--- src/hw/rtl/dktpm_pkg.sv ---
// ----------------------------------------------------------------------------
// dktpm_pkg: shared definitions for the digit key table prefix match unit
// Sizes, field widths, operation and result codes, the controller and
// datapath interface structs, and the digit compare helpers.
// ----------------------------------------------------------------------------
package dktpm_pkg;

    // Table and result sizing.
    localparam int TABLE_DEPTH    = 512;
    localparam int KEY_DIGITS_MAX = 6;
    localparam int MAX_MATCHES    = 16;

    // Fixed field widths of the ports.
    localparam int DIGIT_W  = 4;
    localparam int DIGITS_W = 24;
    localparam int LEN_W    = 3;
    localparam int IDX_W    = 9;
    localparam int CFG_W    = 10;
    localparam int KIND_W   = 2;

    // Derived widths.
    localparam int TBL_AW = (TABLE_DEPTH > 1) ? $clog2(TABLE_DEPTH) : 1;
    localparam int CNT_W  = $clog2(TABLE_DEPTH + 1);
    localparam int HIT_AW = (MAX_MATCHES > 1) ? $clog2(MAX_MATCHES) : 1;
    localparam int HIT_CW = $clog2(MAX_MATCHES + 1);
    localparam int ROW_W  = DIGITS_W + LEN_W;

    // Input operation codes.
    localparam logic ACT_WRITE = 1'b0;
    localparam logic ACT_QUERY = 1'b1;

    // Result kinds.
    localparam logic [KIND_W-1:0] KIND_EXACT   = 2'd0;
    localparam logic [KIND_W-1:0] KIND_PARTIAL = 2'd1;
    localparam logic [KIND_W-1:0] KIND_NONE    = 2'd2;

    // Commands from the controller to the datapath.
    typedef struct packed {
        logic write;   // store the accepted item in the table
        logic start;   // latch the accepted query and clear the scan state
        logic scan;    // walk the table one entry per cycle
        logic emit;    // load the next result into the output register
    } dk_cmd_t;

    // Status from the datapath to the controller.
    typedef struct packed {
        logic scan_done;   // every entry read and compared
        logic out_free;    // output register can take a result this cycle
        logic emit_last;   // the result about to be loaded is the final one
    } dk_status_t;

    // Lengths above the digit capacity count as the capacity.
    function automatic logic [LEN_W-1:0] clamp_len(input logic [LEN_W-1:0] len);
        logic [LEN_W-1:0] cap;
        cap = LEN_W'(KEY_DIGITS_MAX);
        return (len > cap) ? cap : len;
    endfunction

    // Number of equal leading digits, counted up to the shorter length.
    function automatic logic [LEN_W-1:0] prefix_len(
        input logic [DIGITS_W-1:0] qd,
        input logic [LEN_W-1:0]    ql,
        input logic [DIGITS_W-1:0] ed,
        input logic [LEN_W-1:0]    el
    );
        logic [LEN_W-1:0] n;
        logic [LEN_W-1:0] p;
        logic             run;
        n   = (ql < el) ? ql : el;
        p   = '0;
        run = 1'b1;
        for (int i = 0; i < KEY_DIGITS_MAX; i++) begin
            if (run && (LEN_W'(i) < n)
                && (qd[i*DIGIT_W +: DIGIT_W] == ed[i*DIGIT_W +: DIGIT_W])) begin
                p = p + LEN_W'(1);
            end else begin
                run = 1'b0;
            end
        end
        return p;
    endfunction

endpackage

--- src/hw/rtl/dktpm_ctrl.sv ---
// ----------------------------------------------------------------------------
// dktpm_ctrl: sequencing state machine
// Accepts writes and queries while idle, runs the table scan and then
// hands the results to the output register one by one.
// ----------------------------------------------------------------------------
module dktpm_ctrl (
    input  logic                  clk,
    input  logic                  rst_n,
    input  logic                  in_valid,
    input  logic                  action,
    output logic                  in_stall,
    input  dktpm_pkg::dk_status_t status,
    output dktpm_pkg::dk_cmd_t    cmd
);
    import dktpm_pkg::*;

    localparam logic [1:0] ST_IDLE = 2'd0;
    localparam logic [1:0] ST_SCAN = 2'd1;
    localparam logic [1:0] ST_EMIT = 2'd2;

    logic [1:0] state_reg;
    logic [1:0] state_next;

    always_comb
    begin
        state_next = state_reg;
        cmd        = '0;
        in_stall   = (state_reg != ST_IDLE);
        unique case (state_reg)
            ST_IDLE:
            begin
                if (in_valid)
                begin
                    if (action == ACT_QUERY)
                    begin
                        cmd.start  = 1'b1;
                        state_next = ST_SCAN;
                    end
                    else
                    begin
                        cmd.write = 1'b1;
                    end
                end
            end
            ST_SCAN:
            begin
                cmd.scan = 1'b1;
                if (status.scan_done)
                begin
                    state_next = ST_EMIT;
                end
            end
            ST_EMIT:
            begin
                if (status.out_free)
                begin
                    cmd.emit = 1'b1;
                    if (status.emit_last)
                    begin
                        state_next = ST_IDLE;
                    end
                end
            end
            default:
            begin
                state_next = ST_IDLE;
            end
        endcase
    end

    always_ff @(posedge clk or negedge rst_n)
    begin
        if (!rst_n)
        begin
            state_reg <= ST_IDLE;
        end
        else
        begin
            state_reg <= state_next;
        end
    end

    // Only one command is issued in any cycle.
    assert property (@(posedge clk) disable iff (!rst_n)
        $onehot0({cmd.write, cmd.start, cmd.scan, cmd.emit}))
        else $error("dktpm_ctrl: more than one command at once");

    // Loading the final result returns the unit to idle.
    assert property (@(posedge clk) disable iff (!rst_n)
        (cmd.emit && status.emit_last) |=> (state_reg == ST_IDLE))
        else $error("dktpm_ctrl: did not return to idle after the final result");

endmodule

--- config.mk ---
export PLATFORM = sky130hd
export DESIGN_NAME = dktpm_ctrl
export DESIGN_NICKNAME = d
export VERILOG_FILES = /design/src/hw/rtl/dktpm_pkg.sv /design/src/hw/rtl/dktpm_ctrl.sv
export SDC_FILE = /design/constraint.sdc
export NUM_CORES = 1
export LEC_CHECK = 0
export BUFFER_PORTS_ARGS = -buffer_cell sky130_fd_sc_hd__buf_2
export CORE_AREA = 8 8 45 47
export CTS_BUF_LIST = sky130_fd_sc_hd__clkbuf_8
export CTS_CLUSTER_DIAMETER = 200
export DETAILED_ROUTE_END_ITERATION = 7
export DIE_AREA = 0 0 53 55
export GPL_ROUTABILITY_DRIVEN = 0
export PLACE_DENSITY = 0.39
export SLEW_MARGIN = 20
export SYNTH_ARGS = -nofsm -noshare
export SYNTH_HDL_FRONTEND = slang
export SYNTH_SLANG_ARGS = --single-unit
--- constraint.sdc ---
create_clock -name clk -period 0.8 [get_ports clk]
set_input_delay 0.08 -clock clk [delete_from_list [all_inputs] [get_ports clk]]
set_output_delay 0.08 -clock clk [all_outputs]
set_load 0.005 [all_outputs]
==> results of run 1 <==
-- layout by cell type (no fill, tap or decap), drive strengths merged --
master,count
buf,14
and2b,1
inv,1
clkbuf,3
dfrtp,2
nor2b,1
dlygate4sd3,1
nor2,1
o2bb2ai,1
or2,1
nor3b,1
nand2,2
a22o,1
and2,1
-- timing repair --
item | in CTS | in global routing
endpoints found under the hold margin | 2 | 0
endpoints found under the setup margin | 7 | 7
buffers inserted | 2 | 1
pin swaps | 2 | 1
hold buffers | 1 | 0
resized for setup | 2 | 1
-- report_power, final --
| group | leakage, nW | switching [mW] | internal, mW |
|---|---|---|---|
| combinational | 0.105 | 0.164 | 0.299 |
| sequential | 0.0261 | 0.0271 | 0.143 |
| clock | 0.0216 | 0.0799 | 0.318 |
| total | 0.153 | 0.271 | 0.760 |
-- synth_stat cells, drive strengths merged --
| cell | count | share of area (%) |
|---|---|---|
| a22o | 1 | 6.5 |
| and2 | 1 | 4.7 |
| and2b | 1 | 7.5 |
| buf | 1 | 5.6 |
| dfrtp | 2 | 37 |
| inv | 1 | 2.8 |
| nand2 | 2 | 5.6 |
| nor2 | 1 | 2.8 |
| nor2b | 1 | 4.7 |
| nor3b | 1 | 9.3 |
| o2bb2ai | 1 | 6.5 |
| or2 | 1 | 6.5 |
-- area by class of cell --
type | instances | area (µm²) | area share, %
flip-flops and latches | 2 | 50.05 | 17.39
inverters | 1 | 3.754 | 1.304
repair buffers | 15 | 97.59 | 33.91
clock buffers | 3 | 41.29 | 14.35
well taps | 16 | 20.02 | 6.957
multi-input cells | 10 | 75.07 | 26.09
-- path summary, 6_finish.rpt --
check	from	to	slack (ns)
worst max-delay path	state_reg[1]$_DFFE_PN0P_	cmd[3]	-0.42
worst min-delay path	status[2]	state_reg[1]$_DFFE_PN0P_	0.12
worst max register to register	state_reg[1]$_DFFE_PN0P_	state_reg[1]$_DFFE_PN0P_	-0.25
worst min register to register	state_reg[1]$_DFFE_PN0P_	state_reg[0]$_DFFE_PN0P_	0.61
max in group asynchronous	rst_n	state_reg[0]$_DFFE_PN0P_	0.51
min in group asynchronous	rst_n	state_reg[1]$_DFFE_PN0P_	0.20
-- cell families (layout without fill, tap and decap cells) --
| kind of cell | Yosys count | in the layout |
|---|---|---|
| buffers and inverters | 2 | 19 |
| AO/OA/AOI/OAI | 2 | 2 |
| flip-flops | 2 | 2 |
| AND/OR/NAND/NOR | 8 | 8 |
-- stage by stage --
| step | cells | utilization, % | cell area [µm²] | power, mW |
|---|---|---|---|---|
| 6_report | 47 | 20.80 | 287.8 | 1.030 |
| 3_3_place_gp | 40 | 14.56 | 201.4 | 0.5016 |
| 4_1_cts | 46 | 20.07 | 277.8 | 1.011 |
| 2_1_floorplan | 14 | - | 133.9 | 0.3918 |
| 3_5_place_dp | 40 | 14.56 | 201.4 | 0.4947 |
| 5_1_grt | 47 | 20.80 | 287.8 | 1.096 |
-- layer usage --
layer	track usage, %	vias to the layer above	wire length [µm]
li1	-	81	-
met1	4.255	67	207
met2	3.906	11	164
met3	3.743	0	117
met4	6.466	0	0
met5	0	-	0
==> flow_summary.yaml, run 1 <==
run_status:
  status: "complete, but fails checks"
  violations: "setup timing"
logic_synthesis:
  netlist_area_um2: 133.9
  synth-simple-area-share_pct: 41.12
  synth_xor_xnor_area_share_pct: 0
  synth_area_per_cell_um2: 9.563
  syn_inst: 14
  synth_compound_area_share_pct: 13.08
  ys_seq_elements: 2
  synth_fp_nets: 21
  synthAdderAreaFrac_pct: 0
  synth_top_family_by_area: "simple AND/OR/NAND/NOR gates"
  ys_warn_count: 0
  synth_mux_area_share_pct: 0
  synth_cell_types: 12
  yosysSeqAreaShare_pct: 37.38
cells_and_area:
  drive_above_1_share_pct: 67.74
  diodes: 0
  largest_register_ffs: 2
  syn_to_final_growth_pct: 115.0
  fillerInstances: 152
  nets: 40
global_route:
  grt_max_degree: 5
  grt_first_pass_wirelength_um: 765
  antenna_found_initial: 0
  first_global_vias: 185
  grt_overflow: 0
  grt.total_usage_pct: 4.208
die:
  fp.dieW_um: 53
  dieArea_mm2: 0.002915
  row_count: 14
  core_mm2: 0.001384
  io_pins: 12
  die_y_um: 55
  initial_core_util_pct: 9.674
sta:
  rsz0062_at_grt: "true"
  max-slew-margin-rel_pct: 89.38
  worst_pin_slew_ns: 0.1590
  fin_crit_ns: 1.222
  tns_ns: -2.124
  worst_slack_ns: -0.4219
  hold_viol_final: 0
  setup_viol: 7
  fin_hold_ws_ns: 0.1170
  fin_skew_ns: 0.0004782
  max_freq_ghz: 0.8184
  period_share_pct: 152.7
  report.final.slew_viol_count: 0
critical_path:
  critPathMaxFanout: 4
  cp_num_buf_inv: 1
  slowest_stage: "dfrtp_1"
  cp.depth: 3
  r2r.worst_path.cells: 4
  crit_type: "flop to primary output"
  cpPeakStageDelay_ns: 0.37
  critPathRequiredTime_ns: 0.72
  cp.arrival_ns: 1.14
  start_kind: "flop"
  end_kind: "primary output"
  crit_family: "simple AND/OR/NAND/NOR gates"
  crit_chain: "or2_4 -> nor3b_2 -> buf_2"
clock_network:
  htree_levels: 1
  cts_tree: "done"
  numCtsBuffers: 3
  clkTransAtPathRegs_ns: 0.03
  clock_path_buffers: 2
  clock_sinks: 2
  cts_root_buf: "clkbuf_8"
  insertion_delay_ns: 0.21
drt:
  final_antenna_net_count: 0
  first_iter_violations: 2
  routed_wl_um: 490
  viasPerCell: 3.383
  drc: 0
  post_drt_wl_per_cell_um: 10.43
  drt_pass1_iterations: 4
  dr_total_vias: 159
pwr:
  peakVddDrop_mv: 0.8318
  power.density_mw_per_mm2: 3581
  leakagePower_nw: 0.1530
job:
  cap_violations: 0
placed_design:
  port_buffers: 11
  place_ws_ns: -0.2097
hold_path:
  holdPathStages: 2
  hold_path.class: "input port to flop"
(Power assumes the default switching activity.)
==> run 2, diff against run 1 <==
Settings changed: SETUP_SLACK_MARGIN from default to 0.5.
==> run 2 against run 1 <==
The run ends with hold timing, setup timing left. Die area unchanged. Critical path depth is the same. Final area increased by 1.7%.
==> flow_summary.yaml, run 2 (synthesized netlist as in run 1, its figures left out) <==
drt:
  post_drt_wl_per_cell_um: 9.870
  drc: 0
  viasPerCell: 3.239
  first_iter_violations: 2
  drt_pass1_iterations: 4
  final_antenna_net_count: 0
  routed_wl_um: 454
  dr_total_vias: 149
critical_path:
  crit_type: "flop to primary output"
  critPathMaxFanout: 4
  start_kind: "flop"
  end_kind: "primary output"
  cp.arrival_ns: 1.11
  critPathRequiredTime_ns: 0.72
die:
  core_mm2: 0.001384
  die_y_um: 55
  fp.dieW_um: 53
  initial_core_util_pct: 9.674
  row_count: 14
  io_pins: 12
  dieArea_mm2: 0.002915
cells_and_area:
  drive_above_1_share_pct: 70.00
  fillerInstances: 160
  largest_register_ffs: 2
  layoutNonFillerInstCount: 46
  multi_input_area_um2: 82.58
  most-common-layout-cells: "9 x buf_2, 3 x clkbuf_8"
  diodes: 0
  final_common_cell: "buf_2"
  regArea_um2: 50.05
  syn_to_final_growth_pct: 118.7
  nets: 39
sta:
  setup_viol: 7
  fin_skew_ns: 0.0006224
  max_freq_ghz: 0.8431
  rsz0062_at_grt: "true"
  fin_hold_ws_ns: -0.1702
  period_share_pct: 148.3
  fin_crit_ns: 1.186
  max-slew-margin-rel_pct: 92.14
  report.final.slew_viol_count: 0
  worst_slack_ns: -0.3861
  hold_viol_final: 2
  worst_pin_slew_ns: 0.1179
clock_network:
  clock_path_buffers: 2
  numCtsBuffers: 3
  ctsHoldBuffers: 1
  clkTransAtPathRegs_ns: 0.03
  cts_root_buf: "clkbuf_8"
  clock_sinks: 2
  htree_levels: 1
  insertion_delay_ns: 0.21
  cts_tree: "done"
run_status:
  status: "complete, but fails checks"
  violations: "hold timing, setup timing"
global_route:
  first_global_vias: 175
  grt_first_pass_wirelength_um: 724
  grt_overflow: 0
  grt.total_usage_pct: 3.989
  antenna_found_initial: 0
  grt_max_degree: 5
placed_design:
  port_buffers: 11
  dp_cells: 40
pwr:
  p_seq_share_pct: 15.7
  switching_share_pct: 25.11
  power.density_mw_per_mm2: 3623
  peakVddDrop_mv: 0.6214
  combPwrFrac_pct: 47.3
  clockPowerShare_pct: 37.0
  leakagePower_nw: 0.1604
  p_int_mw: 0.7944
  switchingPower_mw: 0.2664
job:
  cap_violations: 0
hold_path:
  hold_path.class: "input port to async pin"
[run 2: changes by cell type in the layout (fill, tap and decap cells not counted), sizes merged]
cell          delta
buf              -1
dlygate4sd3      -1
dlymetal6s4s     +1
[run 2: power groups by stage]
stage	clock network [mW]	logic [mW]	registers, mW
global placement	0	0.329	0.169
detailed placement	0	0.324	0.170
global route	0.419	0.546	0.171
CTS	0.408	0.476	0.164
finish	0.392	0.502	0.167
floorplan	0	0.242	0.164
[run 2: final timing paths]
check	start	end	slack, ns	depth (start not counted)
min reg2reg	state_reg[0]$_DFFE_PN0P_	state_reg[0]$_DFFE_PN0P_	0.58	2
max in group asynchronous	rst_n	state_reg[1]$_DFFE_PN0P_	0.87	2
max	state_reg[0]$_DFFE_PN0P_	cmd[3]	-0.39	3
max reg2reg	state_reg[0]$_DFFE_PN0P_	state_reg[1]$_DFFE_PN0P_	-0.19	3
min	rst_n	state_reg[0]$_DFFE_PN0P_	-0.17	2
min in group clk	status[2]	state_reg[1]$_DFFE_PN0P_	0.12	2
[run 2: cell type report]
class                           instances  area share [%]
Timing Repair Buffer                   14           32.48
Multi-Input combinational cell         10           28.21
Sequential cell                         2           17.09
Clock buffer                            3           14.10
Tap cell                               16           6.838
Inverter                                1           1.282
[run 2: metal layers]
metal / GRT usage [%] / up-vias / share of wire (%)
met3: 4.278 / 0 / 21
met1: 4.407 / 61 / 49
met5: 0 / - / 0
met4: 5.172 / 0 / 0
li1: - / 77 / -
met2: 3.125 / 11 / 30
[run 2: stage by stage]
step                worst slack [ns]  cell area (µm²)  setup TNS, ns  power (mW)  util [%]
floorplan                   -0.08288            137.6        -0.2030      0.4065         -
global placement             -0.1935            201.4        -0.6121      0.4976     14.56
detailed placement           -0.2045            201.4        -0.6364      0.4934     14.56
CTS                          -0.4031            282.8         -2.005       1.048     20.43
global route                 -0.4456            292.8         -2.272       1.136     21.16
finish                       -0.3861            292.8         -1.976       1.061     21.16
[run 2: critical path, cell delays in order (launching register included)]
cell	delay, ns
dfrtp_1	0.36
or2_4	0.27
nor3b_2	0.14
buf_2	0.13
[run 2: timing repair]
item / 4_1_cts / 5_1_grt
endpoints found under the setup margin: 7 / 9
endpoints found under the hold margin: 2 / 2
buffers inserted: 2 / 0
pin swaps: 1 / 1
gates resized for setup: 3 / 3
